## src/rtl/pthc_pkg.sv

```systemverilog
// Shared types, constants and helpers for the PTH sensor compensation core.
// Depends on nothing; every other file in rtl imports it.
`default_nettype none
package pthc_pkg;

   typedef logic signed [31:0] s32_type;

   localparam int DIV_STAGES = 32;
   localparam int PRESS_LAT  = 7 + DIV_STAGES + 3;
   localparam int HUM_LAT    = 11;
   localparam int HUM_DELAY  = PRESS_LAT - HUM_LAT;
   localparam int TEMP_DELAY = PRESS_LAT;

   localparam logic [2:0] CSR_TEMP_CAL    = 3'd0;
   localparam logic [2:0] CSR_PRESS_CAL_A = 3'd1;
   localparam logic [2:0] CSR_PRESS_CAL_B = 3'd2;
   localparam logic [2:0] CSR_PRESS_CAL_C = 3'd3;
   localparam logic [2:0] CSR_HUM_CAL_A   = 3'd4;
   localparam logic [2:0] CSR_HUM_CAL_B   = 3'd5;

   typedef struct packed {
      logic [19:0] raw_temp;
      logic [19:0] raw_press;
      logic [15:0] raw_hum;
   } req_type;

   typedef struct packed {
      logic signed [26:0] temperature;
      logic [31:0]        pressure;
      logic               press_div_zero;
      logic [16:0]        humidity;
   } rsp_type;

   typedef struct packed {
      s32_type t1, t2, t3;
      s32_type p1, p2, p3, p4, p5, p6, p7, p8, p9;
      s32_type h1, h2, h3, h4, h5, h6;
   } cal_type;

   typedef struct packed {
      logic        valid;
      s32_type     t_fine;
      logic [19:0] raw_press;
      logic [15:0] raw_hum;
   } tf_type;

   typedef struct packed {
      logic valid;
      logic dz;
      logic post;
   } div_side_type;

   // signed division by 2**k, truncating toward zero
   function automatic s32_type div_trunc(input s32_type x, input int unsigned k);
      s32_type bias;
      bias = x[31] ? s32_type'((33'd1 << k) - 33'd1) : s32_type'(0);
      return (x + bias) >>> k;
   endfunction

endpackage
`default_nettype wire

```

## src/rtl/pthc_temp.sv

```systemverilog
// Fine temperature and temperature pipeline, five register stages.
// Depends on pthc_pkg.
`default_nettype none
module pthc_temp (
   input  wire logic               clock,
   input  wire logic               reset,
   input  wire logic               in_valid,
   input  wire pthc_pkg::req_type  in_req,
   input  wire pthc_pkg::cal_type  cal,
   output pthc_pkg::tf_type        tf_out,
   output logic signed [26:0]      temp_out
);
   import pthc_pkg::*;

   logic [4:0]  v_ff;
   logic [19:0] rp_ff [5];
   logic [15:0] rh_ff [5];
   s32_type x1_ff, d_ff, m1_ff, dd_ff, a_ff, m2_ff, tf_ff, tf5_ff;
   s32_type adc_t, x1_in, d_in, tf_in, tm_in;
   logic signed [26:0] temp_ff;

   always_comb begin
      adc_t = s32_type'({12'd0, in_req.raw_temp});
      x1_in = (adc_t >>> 3) - (cal.t1 <<< 1);
      d_in  = (adc_t >>> 4) - cal.t1;
      tf_in = a_ff + (m2_ff >>> 14);
      tm_in = tf_ff * 32'sd5 + 32'sd128;
   end

   always_ff @(posedge clock) begin
      if (reset) begin
         v_ff <= '0;
      end else begin
         v_ff <= {v_ff[3:0], in_valid};
      end
   end

   always_ff @(posedge clock) begin
      x1_ff   <= x1_in;
      d_ff    <= d_in;
      m1_ff   <= x1_ff * cal.t2;
      dd_ff   <= d_ff * d_ff;
      a_ff    <= m1_ff >>> 11;
      m2_ff   <= (dd_ff >>> 12) * cal.t3;
      tf_ff   <= tf_in;
      tf5_ff  <= tf_ff;
      temp_ff <= 27'(tm_in >>> 8);
      rp_ff[0] <= in_req.raw_press;
      rh_ff[0] <= in_req.raw_hum;
      for (int i = 1; i < 5; i++) begin
         rp_ff[i] <= rp_ff[i-1];
         rh_ff[i] <= rh_ff[i-1];
      end
   end

   assign tf_out.valid     = v_ff[4];
   assign tf_out.t_fine    = tf5_ff;
   assign tf_out.raw_press = rp_ff[4];
   assign tf_out.raw_hum   = rh_ff[4];
   assign temp_out         = temp_ff;
endmodule
`default_nettype wire

```

## config.mk

```make
export PLATFORM = sky130hd
export DESIGN_NAME = pthc_temp
export DESIGN_NICKNAME = d
export VERILOG_FILES = /design/src/rtl/pthc_pkg.sv /design/src/rtl/pthc_temp.sv
export SDC_FILE = /design/constraint.sdc
export NUM_CORES = 2
export LEC_CHECK = 0
export BUFFER_PORTS_ARGS = -buffer_cell sky130_fd_sc_hd__buf_4
export CORE_MARGIN = 2
export CORE_UTILIZATION = 55
export DETAILED_ROUTE_END_ITERATION = 6
export HOLD_SLACK_MARGIN = 0.06
export PLACE_DENSITY = 0.8
export SYNTH_ARGS = -nofsm -noshare
export SYNTH_HDL_FRONTEND = slang
export SYNTH_SLANG_ARGS = --single-unit
```

## constraint.sdc

```tcl
create_clock -name clock -period 7.6 [get_ports clock]
set_clock_uncertainty 0.2 [all_clocks]
set_input_delay 1.14 -clock clock [delete_from_list [all_inputs] [get_ports clock]]
set_output_delay 1.14 -clock clock [all_outputs]
set_load 0.05 [all_outputs]
```

==> flow_results.org <==
** Route
- Using the TritonRoute via totals, the vias-per-cell ratio works out to 5.23.
- Antenna violation net count after detailed routing :: 0
- DRT Pass-1 Iters :: 5
- In the routed design, unresolved DRC markers number 0.
- Wire length reported by the detailed router :: ~130 mm
- Initial DRC Count :: 2,340
- Count of vias placed by the detailed router :: 36,500
- After detailed routing, the average wire length per cell comes to 18.8 um.

** Global routing
- Antenna violations before repair :: 5
- Entering global routing, the biggest net connects 28 pins.
- Global-route total usage across every layer :: between 20% and 30%
- For this run the aggregate overflow at the end of global routing stands at 0.
- The number of global-route vias before repair was 41,100.
- The first global-routing pass estimated 216 mm of wire.

** Hold path
- Instance count along the most critical hold path :: 0
- The min-delay analysis places its worst path in the category reg -> reg.

** Timing
- The final hold violation count is 0.
- Fin crit period :: 7.33 ns
- In this run the tightest slew margin relative to its limit is 39.9%.
- Static timing analysis puts the maximum clock frequency at around 140 MHz.
- RSZ-0062 raised after global routing :: false
- The max-slew violation count is 0.
- For the pin with the worst max-slew slack, the measured transition is 0.892 ns.
- Of the available clock period, the critical path in the final layout requires 96.5%.
- Setup violations remaining at the end of the flow were counted as 0.

** Logic synthesis
- Synth cell types :: 54
- Fraction of registers with async set or reset after synthesis :: 0%
- Yosys instantiated no cell more often than sky130_fd_sc_hd__inv_1.
- In this run the mean area of a mapped cell was 9.74 um2.
- Summing the sequential cell areas from Yosys gives 13.8% of the chip area.
- Top-area cell type share of the netlist area :: 42.6%
- The number of nets handed over by synthesis was a little under 8,000.
- Yosys warning count :: 0
- Among all flip-flop cells after synthesis, the most frequent one is sky130_fd_sc_hd__dfxtp_1.
- Summed over all instances, the cell type with the most area after synthesis is sky130_fd_sc_hd__fa_1.
- Synthesized netlist cell count :: between 5,000 and 6,000
- Most area-consuming cells after synthesis :: sky130_fd_sc_hd__fa_1 (43%), sky130_fd_sc_hd__dfxtp_1 (14%), sky130_fd_sc_hd__ha_1 (11%)
- By count the netlist is led by sky130_fd_sc_hd__inv_1 (1,286), sky130_fd_sc_hd__fa_1 (1,129), sky130_fd_sc_hd__and2_1 (711).
- After synthesis the netlist holds a flip-flop and latch count of 365.
- Combined area of all synthesized cells :: 53,100 um2
- Yosys mapped a number of flops with a built-in enable equal to 0.

** Clocking
- CTS placed an instance of sky130_fd_sc_hd__clkbuf_16 at the clock tree root.
- TritonCTS built the clock tree.
- In this run, post-CTS hold repair placed 0 buffers.
- Maximum level of the CTS H-tree :: 2
- Post CTS Setup Buffer Count :: 0
- Number of buffers on the longest clock path :: 3
- Later-pin clock latency in the skew report :: 0.64 ns
- The number of clock buffers added by TritonCTS is 40.
- The clock net in this run drives a total of 365 sinks.
- Post-CTS clock slew at the launch and capture registers of the worst setup and hold paths :: 0.07 ns

** Worst setup path
- The worst register-to-register path has a depth of 20.
- Data arrival, critical path :: ~7.6 ns
- STA classifies the critical path startpoint as a register.
- By startpoint and endpoint, the worst setup path is classified as reg -> reg.
- At the worst endpoint, the required time is ~8 ns.
- Kind of end point of the critical path :: register
- Along the worst path, the maximum fanout reaches 9.

** Floorplan
- The floorplan step defined a core boundary enclosing between 90,000 and 100,000 um2.
- Horiz. Die Dim :: 315 um
- Starting utilization of the core area :: 55.7%
- Row count :: roughly 110
- From bottom edge to top edge, the die measures 315 um.
- The die covers 99,000 um2.
- I/O pins :: 731

** Placement
- Quantity of I/O buffers inserted on ports :: 246
- Final weighted congestion of routability-driven global placement :: 0.938
- The wire-length estimate of the detail-placed layout is 110 mm.

** Finish
- The layout has 7,549 filler cells.
- Relative to the synthesized area, the layout overhead comes to 10.2%.
- At the end of the flow, the number of nets in the layout was 7,941.
- Multi-input logic area :: 39,800 um2
- The post-route netlist has 10.0% of its cells at a drive strength greater than 1.
- At the end of the flow the core is filled with cells to 61.4%.
- In the final layout, flip-flops and latches occupy 7350 um2.

** Run status
- The flow ran to the end, and the final reports show no timing, DRC or antenna violations.

** Flow run
- Max-cap violation count :: 0
metal layers:
| layer | global-route usage [%] | share of wire, % | up-vias |
|---|---|---|---|
| met5 | 0 | 0 | - |
| met4 | 15.8 | 6.7 | 0 |
| met3 | 5.27 | 7.7 | 350 |
| met2 | 46.4 | 48 | 1396 |
| met1 | 34.8 | 38 | 18500 |
| li1 | - | - | 16200 |
area by class of cell:
type	count	area share, %
inverter	1287	8.25
sequential	365	12.6
timing repair buffer	465	6.13
multi-input combinational	3530	68.0
clock buffer	49	1.80
tap	1265	2.70
antenna	3	0.0128
clock inverter	24	0.536
critical path, cell delays in order (launching register included):
cell	delay, ns
sky130_fd_sc_hd__dfxtp_1	0.51
sky130_fd_sc_hd__buf_4	0.24
sky130_fd_sc_hd__and2_1	0.22
sky130_fd_sc_hd__fa_1	0.46
sky130_fd_sc_hd__fa_1	0.49
sky130_fd_sc_hd__fa_1	0.51
sky130_fd_sc_hd__inv_1	0.06
sky130_fd_sc_hd__fa_1	0.48
sky130_fd_sc_hd__inv_1	0.05
sky130_fd_sc_hd__fa_1	0.48
sky130_fd_sc_hd__fa_1	0.56
sky130_fd_sc_hd__fa_1	0.44
sky130_fd_sc_hd__fa_1	0.45
sky130_fd_sc_hd__ha_1	0.34
sky130_fd_sc_hd__and4_1	0.21
sky130_fd_sc_hd__nand4_1	0.14
sky130_fd_sc_hd__nand4_1	0.26
sky130_fd_sc_hd__o41a_1	0.50
sky130_fd_sc_hd__a211o_1	0.32
sky130_fd_sc_hd__a21oi_2	0.19
sky130_fd_sc_hd__xnor2_1	0.14
sequential cells by signal, indices dropped and copies added, names as in the netlist, 21 cells and up:
signal    flops
rp_ff       100
rh_ff        80
x1_ff        31
temp_out     24
tf5_ff       22
tf_ff        22
a_ff         21
m1_ff        21
layout by cell type, fill, tap and decap left out, types with 64 or more instances in the layout:
cell                      count
sky130_fd_sc_hd__nor2_1      89
sky130_fd_sc_hd__nand2_1    526
sky130_fd_sc_hd__dfxtp_1    349
sky130_fd_sc_hd__a21oi_1     64
sky130_fd_sc_hd__inv_1     1286
sky130_fd_sc_hd__ha_1       487
sky130_fd_sc_hd__buf_4      457
sky130_fd_sc_hd__xnor2_1    186
sky130_fd_sc_hd__fa_1      1129
sky130_fd_sc_hd__and2_1     711
kinds of logic after synthesis:
group / share of synthesized area [%]
DFF: 13.8
and+or+nand+nor: 14.2
xor gates and xnor gates: 3.94
adders and majority gates: 54.1
AOI/OAI and AO/OA: 2.64
muxes: 0.0401
buffers and inverters: 11.4
stage by stage:
step                instances  setup slack, ns  TNS (ns)  area [um2]  hold slack, ns
finish                   6988            0.270         0       58500           0.115
global route             6985           0.0158         0       58500           0.126
CTS                      6985           0.0105         0       58500           0.123
detailed placement       6912           -0.425     -1.99       57100           0.112
global placement         6912           -0.295    -0.938       57100           0.110
floorplan                5451           0.0183         0       53100           0.110
worst paths after layout:
check | from | end | slack [ns]
hold / removal | rp_ff[0][25]$_DFF_P_ | rp_ff[0][45]$_DFF_P_ | 0.12
setup reg to reg | x1_ff[13]$_DFF_P_ | dd_ff[31]$_DFF_P_ | 0.27
hold reg to reg | rp_ff[0][25]$_DFF_P_ | rp_ff[0][45]$_DFF_P_ | 0.12
setup / recovery | x1_ff[13]$_DFF_P_ | dd_ff[31]$_DFF_P_ | 0.27
repair_timing:
item                                   4_1_cts  5_1_grt
setup endpoints to repair                    0        8
endpoints found under the hold margin        0        0
resized for setup                            0       25
Power is left out: the tool's default activity adds up to more than one toggle a clock period on the data nets, which glitch-free logic cannot reach.
