### src/rtl/pthc_pkg.sv
// Shared types, constants and helpers for the PTH sensor compensation core.
// Depends on nothing; every other file in rtl imports it.
`default_nettype none
package pthc_pkg;

   typedef logic signed [31:0] s32_type;

   localparam int DIV_STAGES = 32;
   localparam int PRESS_LAT  = 7 + DIV_STAGES + 3;
   localparam int HUM_LAT    = 11;
   localparam int HUM_DELAY  = PRESS_LAT - HUM_LAT;
   localparam int TEMP_DELAY = PRESS_LAT;

   localparam logic [2:0] CSR_TEMP_CAL    = 3'd0;
   localparam logic [2:0] CSR_PRESS_CAL_A = 3'd1;
   localparam logic [2:0] CSR_PRESS_CAL_B = 3'd2;
   localparam logic [2:0] CSR_PRESS_CAL_C = 3'd3;
   localparam logic [2:0] CSR_HUM_CAL_A   = 3'd4;
   localparam logic [2:0] CSR_HUM_CAL_B   = 3'd5;

   typedef struct packed {
      logic [19:0] raw_temp;
      logic [19:0] raw_press;
      logic [15:0] raw_hum;
   } req_type;

   typedef struct packed {
      logic signed [26:0] temperature;
      logic [31:0]        pressure;
      logic               press_div_zero;
      logic [16:0]        humidity;
   } rsp_type;

   typedef struct packed {
      s32_type t1, t2, t3;
      s32_type p1, p2, p3, p4, p5, p6, p7, p8, p9;
      s32_type h1, h2, h3, h4, h5, h6;
   } cal_type;

   typedef struct packed {
      logic        valid;
      s32_type     t_fine;
      logic [19:0] raw_press;
      logic [15:0] raw_hum;
   } tf_type;

   typedef struct packed {
      logic valid;
      logic dz;
      logic post;
   } div_side_type;

   // signed division by 2**k, truncating toward zero
   function automatic s32_type div_trunc(input s32_type x, input int unsigned k);
      s32_type bias;
      bias = x[31] ? s32_type'((33'd1 << k) - 33'd1) : s32_type'(0);
      return (x + bias) >>> k;
   endfunction

endpackage
`default_nettype wire

### src/rtl/pthc_top_note.sv
// Calibration register file with decode of the packed calibration words.
// Depends on pthc_pkg.
`default_nettype none
module pthc_csr (
   input  wire logic              clock,
   input  wire logic              reset,
   input  wire logic              wr_en,
   input  wire logic [2:0]        wr_index,
   input  wire logic [47:0]       wr_data,
   output pthc_pkg::cal_type      cal
);
   import pthc_pkg::*;

   logic [47:0] temp_cal_ff, pa_ff, pb_ff, pc_ff;
   logic [31:0] ha_ff, hb_ff;

   always_ff @(posedge clock) begin
      if (reset) begin
         temp_cal_ff <= '0;
         pa_ff       <= '0;
         pb_ff       <= '0;
         pc_ff       <= '0;
         ha_ff       <= '0;
         hb_ff       <= '0;
      end else if (wr_en) begin
         unique case (wr_index)
            CSR_TEMP_CAL:    temp_cal_ff <= wr_data;
            CSR_PRESS_CAL_A: pa_ff       <= wr_data;
            CSR_PRESS_CAL_B: pb_ff       <= wr_data;
            CSR_PRESS_CAL_C: pc_ff       <= wr_data;
            CSR_HUM_CAL_A:   ha_ff       <= wr_data[31:0];
            CSR_HUM_CAL_B:   hb_ff       <= wr_data[31:0];
            default: ;
         endcase
      end
   end

   always_comb begin
      cal.t1 = {16'd0, temp_cal_ff[15:0]};
      cal.t2 = {{16{temp_cal_ff[31]}}, temp_cal_ff[31:16]};
      cal.t3 = {{16{temp_cal_ff[47]}}, temp_cal_ff[47:32]};
      cal.p1 = {16'd0, pa_ff[15:0]};
      cal.p2 = {{16{pa_ff[31]}}, pa_ff[31:16]};
      cal.p3 = {{16{pa_ff[47]}}, pa_ff[47:32]};
      cal.p4 = {{16{pb_ff[15]}}, pb_ff[15:0]};
      cal.p5 = {{16{pb_ff[31]}}, pb_ff[31:16]};
      cal.p6 = {{16{pb_ff[47]}}, pb_ff[47:32]};
      cal.p7 = {{16{pc_ff[15]}}, pc_ff[15:0]};
      cal.p8 = {{16{pc_ff[31]}}, pc_ff[31:16]};
      cal.p9 = {{16{pc_ff[47]}}, pc_ff[47:32]};
      cal.h1 = {24'd0, ha_ff[7:0]};
      cal.h2 = {{16{ha_ff[23]}}, ha_ff[23:8]};
      cal.h3 = {24'd0, ha_ff[31:24]};
      cal.h4 = {{20{hb_ff[11]}}, hb_ff[11:0]};
      cal.h5 = {{20{hb_ff[23]}}, hb_ff[23:12]};
      cal.h6 = {{24{hb_ff[31]}}, hb_ff[31:24]};
   end
endmodule
`default_nettype wire

### config.mk
export PLATFORM = sky130hd
export DESIGN_NAME = pthc_csr
export DESIGN_NICKNAME = d
export VERILOG_FILES = /design/src/rtl/pthc_pkg.sv /design/src/rtl/pthc_top_note.sv
export SDC_FILE = /design/constraint.sdc
export NUM_CORES = 1
export LEC_CHECK = 0
export ABC_CLOCK_PERIOD_IN_PS = 2029
export BUFFER_PORTS_ARGS = -buffer_cell sky130_fd_sc_hd__buf_2
export CAP_MARGIN = 30
export CORE_AREA = 10 10 239 241
export CTS_BUF_LIST = sky130_fd_sc_hd__clkbuf_16
export CTS_CLUSTER_SIZE = 30
export DETAILED_ROUTE_END_ITERATION = 6
export DIE_AREA = 0 0 249 251
export SLEW_MARGIN = 15
export SYNTH_ARGS = -nofsm -noshare
export SYNTH_HDL_FRONTEND = slang
export SYNTH_SLANG_ARGS = --single-unit
### constraint.sdc
create_clock -name clock -period 2.03 [get_ports clock]
set_input_delay 0.406 -clock clock [delete_from_list [all_inputs] [get_ports clock]]
set_output_delay 0.406 -clock clock [all_outputs]
set_load 0.1 [all_outputs]
==> results.toml, run 1 <==
[outcome]
outcome = "finished clean"

[sta]
finalCriticalPeriod_ns = 1.989
setup_viol = 0
relSlewSlack_pct = 64.87
finalHoldViolations = 0
timing.fmax_ghz = 0.5027
rsz0062_at_grt = "true"
hold_slack_ns = 0.1932
fin_crit_sh_pct = 98.00
worst_slew_pin_slew_ns = 0.5306
fin_skew_ns = 0
drv_slew = 0

[routing]
drt_pass1_iterations = 4
viasPerCell = 3.852
drt-total-wl_um = 37660
routedWlPerCell_um = 17.02
postRouteAntennaNets = 0
num_vias = 8525
drc = 0
drt_iter0_drc = 270

[clock_network]
cts.sinks = 256
clk_pin_slew_ns = 0.06
clk_latency_ns = 0.55
cts_inserted_buffers = 29
ctsLongestPathBuffers = 3
post_cts_buffers = 0
cts-hold-fix-buffers = 0
cts_tree = "done"
clockRootBuffer = "clkbuf_16"
htreeDepth = 1

[setup_path]
arrival_ns = 1.58
path_cells = "buf_2"
crit_fanout = 26
cp_num_buf_inv = 1
end_kind = "output port"
crit_required_ns = 1.62
startpoint_type = "flop"
slowest_delay_ns = 0.52
critical_path_class = "flop to output port"
crit_path_top_delay_cell = "dfxtp_2"
cp_top_family = "flip-flops"

[finish]
area_delta_synth_final_pct = 20.82
fin_util_pct = 28.62
nets = 1557
layout_commonest_cell = "buf_2"
register_area_um2 = 5142
layout_common_cells = "buf_2 (485), nand2b_1 (304), mux2i_1 (256), dfxtp_1 (242), conb_1 (80)"
multi_input_area_um2 = 4902
antenna_cells = 0
fillers = 5478
design_area_um2 = 14950
drive_gt1_share_pct = 41.44

[run]
cap_violations = 0

[power_and_ir_drop]
p_leak_uw = 0.008388
power.internal_uw = 8297
p_seq_share_pct = 39.6
peakVddDrop_uv = 498.2
clkPwrFrac_pct = 37.3
pwr-share-comb_pct = 23.2
switching_power_uw = 4888
power.density_nw_per_um2 = 881.9
sw_frac_of_total_pct = 37.07

[floorplanning]
die_area_um2 = 62500
rows = 84
die_w_um = 249
die-height_um = 251
core-area_um2 = 52240
ioPinCount = 630
initial_core_util_pct = 23.69

[synth]
netlist.top_cell.by_area = "dfxtp_1"
ys_seq_area_share_pct = 41.42
synth_top_area_share_pct = 41.42
avgSynthCellArea_um2 = 10.23
synth_cell_types = 14
synth_cells = 1210
yosys_warnings = 0
synthesis.area_um2 = 12370
synthTopCellsByArea = "dfxtp_1 (41%), mux2i_1 (21%), buf_4 (20%), nand2b_1 (15%), clkbuf_1 (1.1%)"
ys_ff_latch = 256

[placement]
postPlaceCellArea_um2 = 13910
routabilityCongestion = 0.7537
dp_hpwl_um = 27920
place.port_buffers = 549

[hold_path]
hold_class = "input pin to flop"

[grt]
grt_pass1_vias = 9049
grt_pass1_wl_um = 55950
antenna_found_initial = 0
grt_max_degree = 106
grt.total_usage_pct = 11.10
grt_overflow = 0
==> worst paths after layout <==
path | slack (ns) | endpoint | start | depth (start not counted)
max | 0.04 | cal[31] | hb_ff[31] | 1
min | 0.19 | pb_ff[34] | wr_data[34] | 3
max reg2reg | 1.17 | hb_ff[11] | hb_ff[11] | 2
min reg2reg | 0.47 | pa_ff[39] | pa_ff[39] | 2
==> routing by layer <==
layer  global-route usage, %  up-vias  share of wire [%]
li1                        -     4076                  -
met1                   12.47     4050                 41
met2                   19.51      359                 49
met3                   3.806       40                8.8
met4                   3.310        0                2.0
met5                       0        -                  0
==> synthesized netlist by cell type <==
library cell,count
nand4bb_1,3
buf_6,1
conb_1,1
buf_1,2
buf_2,21
nor4b_1,1
mux2i_1,256
nand4b_1,2
or4b_1,1
nand2b_1,304
clkbuf_1,36
buf_4,325
dfxtp_1,256
and4bb_2,1
==> flip-flops by register name, indices dropped and copies added (netlist names) <==
register     count
ha_ff           32
hb_ff           32
pa_ff           48
pb_ff           48
pc_ff           48
temp_cal_ff     48
==> layout make-up <==
cell class,count,area share [%]
Timing Repair Buffer,568,21.18
Sequential cell,256,34.40
Tap cell,688,5.758
Clock buffer,29,4.854
Clock inverter,24,1.021
Multi-Input combinational cell,648,32.79
==> worst min-delay path, stage by stage <==
cell and delay [ns]:
buf_2 0.07, nand2b_1 0.09, mux2i_1 0.13
==> logic make-up (layout without fill, tap and decap cells) <==
family | after synthesis | after routing | synth area share (%)
DFF | 256 | 256 | 41.42
other | 1 | 80 | 0.03030
muxes | 256 | 256 | 20.71
and+or+nand+nor | 312 | 312 | 16.04
buffers and inverters | 385 | 621 | 21.81
==> power by group through the flow <==
stage               clock network (uW)  logic (uW)  registers, uW
finish                            4910        3050           5220
global route                      5300        3140           5230
CTS                               5100        3060           5220
detailed placement                   0        3060           5330
global placement                     0        3050           5320
floorplan                            0        2060           6120
==> repair_timing <==
item	CTS	global route
endpoints found under the setup margin	43	81
endpoints found under the hold margin	0	0
gates resized for setup	3	60
==> per-stage QoR <==
| step | total power [uW] | setup TNS (ns) | setup slack [ns] | std cells |
|---|---|---|---|---|
| after global routing | 13670 | -1.619 | -0.08120 | 2213 |
| after floorplan | 8179 | 0 | 0.3625 | 1289 |
| after CTS | 13370 | -0.5033 | -0.01640 | 2213 |
| after global placement | 8370 | 0 | 0.4138 | 2160 |
| after detailed placement | 8382 | 0 | 0.3572 | 2160 |
| final | 13180 | 0 | 0.04066 | 2213 |
Power figures use the tool's default switching activity.
==> run 2, diff against run 1 <==
Settings changed: BUFFER_PORTS_ARGS -buffer_cell sky130_fd_sc_hd__buf_2 to -buffer_cell sky130_fd_sc_hd__buf_4, SLEW_MARGIN 15 to 30.
==> results.toml, run 2 (synthesis results as in run 1) <==
[hold_path]
hold_class = "input pin to flop"

[finish]
antenna_cells = 0
drive_gt1_share_pct = 41.32
layout_common_cells = "buf_4 (562), nand2b_1 (304), mux2i_1 (256), dfxtp_1 (242), conb_1 (80)"
nets = 1561
fillers = 5362
area_delta_synth_final_pct = 31.39
fin_util_pct = 31.12
layout_commonest_cell = "buf_4"

[clock_network]
cts_inserted_buffers = 30
clk_pin_slew_ns = 0.06
ctsLongestPathBuffers = 3
clk_latency_ns = 0.56
cts.sinks = 256
htreeDepth = 1
cts_tree = "done"
clockRootBuffer = "clkbuf_16"

[grt]
grt_pass1_wl_um = 58920
grt.total_usage_pct = 11.82
antenna_found_initial = 0
grt_pass1_vias = 9257
grt_overflow = 0
grt_max_degree = 49

[routing]
drt_iter0_drc = 301
postRouteAntennaNets = 0
drt-total-wl_um = 39690
viasPerCell = 3.825
routedWlPerCell_um = 17.92
drt_pass1_iterations = 4
drc = 0
num_vias = 8472

[sta]
setup_viol = 0
hold_slack_ns = 0.1974
fin_crit_sh_pct = 93.58
relSlewSlack_pct = 61.99
finalCriticalPeriod_ns = 1.900
worst_slew_pin_slew_ns = 0.5701
drv_slew = 0
rsz0062_at_grt = "false"
timing.fmax_ghz = 0.5264
finalHoldViolations = 0
timing.setup.tns_ns = 0
fin_skew_ns = 0

[power_and_ir_drop]
power.density_nw_per_um2 = 845.7
finalPower_uw = 13750
peakVddDrop_uv = 457.1
p_leak_uw = 0.008482

[placement]
place.port_buffers = 549
dp_hpwl_um = 29090
routabilityCongestion = 0.7647

[setup_path]
cp_num_buf_inv = 1
startpoint_type = "flop"
slowest_delay_ns = 0.55
critical_path_class = "flop to output port"
arrival_ns = 1.49
crit_required_ns = 1.62
path_cells = "buf_4"
cp_top_family = "flip-flops"
end_kind = "output port"
crit_path_top_delay_cell = "dfxtp_2"
crit_fanout = 22

[floorplanning]
die-height_um = 251
initial_core_util_pct = 23.69
rows = 84
die_area_um2 = 62500
core-area_um2 = 52240
ioPinCount = 630
die_w_um = 249

[run]
cap_violations = 0

[outcome]
outcome = "finished clean"
run 2: final cells by class:
type	count	area, um2	share of cell area, %
Clock inverter	21	183.9	1.131
Sequential cell	256	5145	31.65
Tap cell	688	860.8	5.295
Multi-Input combinational cell	648	4902	30.15
Clock buffer	31	775.7	4.771
Timing Repair Buffer	571	4390	27.00
run 2: path summary, 6_finish.rpt:
check	from	endpoint	slack, ns	cells past startpoint
hold reg to reg	pb_ff[17]	pb_ff[17]	0.47	2
hold / removal	wr_data[47]	pc_ff[47]	0.20	3
setup / recovery	hb_ff[11]	cal[91]	0.13	1
setup reg to reg	pa_ff[47]	pa_ff[47]	1.17	2
run 2: per-stage QoR:
| step | std cells | instance area (um2) | worst slack [ns] |
|---|---|---|---|
| floorplan | 1289 | 12690 | 0.3625 |
| global placement | 2163 | 15300 | 0.3926 |
| detailed placement | 2163 | 15300 | 0.3806 |
| CTS | 2215 | 16260 | 0.04574 |
| global route | 2215 | 16260 | 0.01501 |
| finish | 2215 | 16260 | 0.1304 |
run 2: layer usage:
layer	global-route usage, %	part of all wire (%)
met5	0	0
met4	3.084	1.7
met3	4.146	8.5
met2	20.70	49
met1	13.44	40
run 2: where the power goes:
part           internal [uW]  switching (uW)
Combinational            569            2640
Sequential              5140            90.7
Clock                   3130            2190
Total                   8830            4920
run 2: what timing repair did:
action | CTS | global route
hold buffers | 0 | 0
endpoints found under the setup margin | 0 | 25
setup buffers | 0 | 0
resized for setup | 0 | 1
==> run 3, diff against run 2 <==
Settings changed: CORE_AREA 10 10 239 241 to 10 10 234 236, DIE_AREA 0 0 249 251 to 0 0 244 246.
==> results.toml, run 3 (synthesis results as in run 1) <==
[outcome]
outcome = "finished clean"

[finish]
area_delta_synth_final_pct = 31.95
layout.cells.non_filler = 2204
layout_commonest_cell = "buf_4"
antenna_cells = 0
drive_gt1_share_pct = 41.58
layout_common_cells = "buf_4 (562), nand2b_1 (304), mux2i_1 (256), dfxtp_1 (242), conb_1 (80)"
design_area_um2 = 16330
nets = 1566
fillers = 5157

[sta]
drv_slew = 0
hold_slack_ns = 0.1939
rsz0062_at_grt = "false"
fin_skew_ns = 0
timing.setup.tns_ns = 0
fin_crit_sh_pct = 94.98
finalHoldViolations = 0
timing.fmax_ghz = 0.5187
finalCriticalPeriod_ns = 1.928
setup_viol = 0

[routing]
dr_wl_met3_um = 3967
num_vias = 8541
drt_iter0_drc = 230
highest_layer = "met4"
drt_pass1_iterations = 4
drt-total-wl_um = 39220
drc = 0
viasPerCell = 3.875
postRouteAntennaNets = 0
routedWlPerCell_um = 17.79
wl_met1_um = 14940
route.met2.wl_um = 19720

[power_and_ir_drop]
switching_power_uw = 4869
pwr-share-comb_pct = 23.5
sw_frac_of_total_pct = 35.55
p_leak_uw = 0.008535
clkPwrFrac_pct = 38.3
power.internal_uw = 8828
finalPower_uw = 13700
peakVddDrop_uv = 536.7
power.density_nw_per_um2 = 838.9
p_seq_share_pct = 38.2

[setup_path]
path_cells = "buf_4"
crit_required_ns = 1.62
arrival_ns = 1.52
slowest_delay_ns = 0.58
end_kind = "output port"
startpoint_type = "flop"
crit_fanout = 26
r2r_setup_slack_ns = 1.14
critical_path_class = "flop to output port"
cp_top_family = "flip-flops"
cp_num_buf_inv = 1
crit_path_top_delay_cell = "dfxtp_2"

[floorplanning]
initial_core_util_pct = 24.82
rows = 82
die_area_um2 = 60020
ioPinCount = 630
die-height_um = 246
die_w_um = 244
core-area_um2 = 49860

[hold_path]
hold_class = "input pin to flop"

[clock_network]
clk_pin_slew_ns = 0.06
cts.sinks = 256
clk_latency_ns = 0.55
cts_tree = "done"
htreeDepth = 1
cts_inserted_buffers = 30
ctsLongestPathBuffers = 3
cts-hold-fix-buffers = 0
clockRootBuffer = "clkbuf_16"

[grt]
grt.total_usage_pct = 12.04
grt_overflow = 0
grt_max_degree = 55
antenna_found_initial = 0
grt_pass1_wl_um = 57410
grt_pass1_vias = 9090

[placement]
dp_hpwl_um = 29270
dp.cells = 2152
routabilityCongestion = 0.7671
postPlaceCellArea_um2 = 15380
place.port_buffers = 549

[run]
cap_violations = 0
-- run 3: changes by cell type in the layout (fill, tap and decap cells not counted), sizes merged --
cell,previous run,this run
clkinv,12,11
buf,571,576
clkinvlp,0,1
-- run 3: what timing repair did --
item / in CTS / in global routing
resized for setup: 0 / 1
buffers inserted: 0 / 0
endpoints found under the hold margin: 0 / 0
setup endpoints to repair: 0 / 1
-- run 3: final cells by class --
| cell class | count | area [um2] | share of cell area [%] |
|---|---|---|---|
| Clock inverter | 21 | 173.9 | 1.065 |
| Sequential cell | 256 | 5145 | 31.51 |
| Timing Repair Buffer | 576 | 4491 | 27.50 |
| Multi-Input combinational cell | 648 | 4902 | 30.02 |
| Tap cell | 672 | 840.8 | 5.149 |
| Clock buffer | 31 | 775.7 | 4.751 |
-- run 3: metal layers --
layer	vias up	GRT usage, %
li1	4110	-
met1	4028	12.89
met2	368	21.84
met3	35	4.750
met4	0	2.795
met5	-	0
-- run 3: metrics by stage --
stage / setup slack, ns / util, %
floorplan: 0.3625 / -
global placement: 0.3976 / 30.84
detailed placement: 0.3263 / 30.84
CTS: 0.06025 / 32.74
global route: 0.008223 / 32.75
finish: 0.1019 / 32.75
-- run 3: power groups by stage --
stage | logic (uW) | registers [uW] | clock network (uW)
after detailed placement | 3230 | 5340 | 0
final | 3220 | 5230 | 5250
after global routing | 3310 | 5240 | 5640
after global placement | 3220 | 5330 | 0
after CTS | 3230 | 5230 | 5470
after floorplan | 2060 | 6120 | 0
-- run 3: path summary, 6_finish.rpt --
check	startpoint	to	cells after the start
min	wr_data[40]	temp_cal_ff[40]	3
max reg2reg	hb_ff[31]	hb_ff[31]	2
min reg2reg	temp_cal_ff[34]	temp_cal_ff[34]	2
max	hb_ff[31]	cal[16]	1
-- run 3: tightest hold or removal path, delay by kind of cell --
kind | cells | cell delay [ns]
mux | 1 | 0.13
simple gates | 1 | 0.10
buf+inv | 1 | 0.08
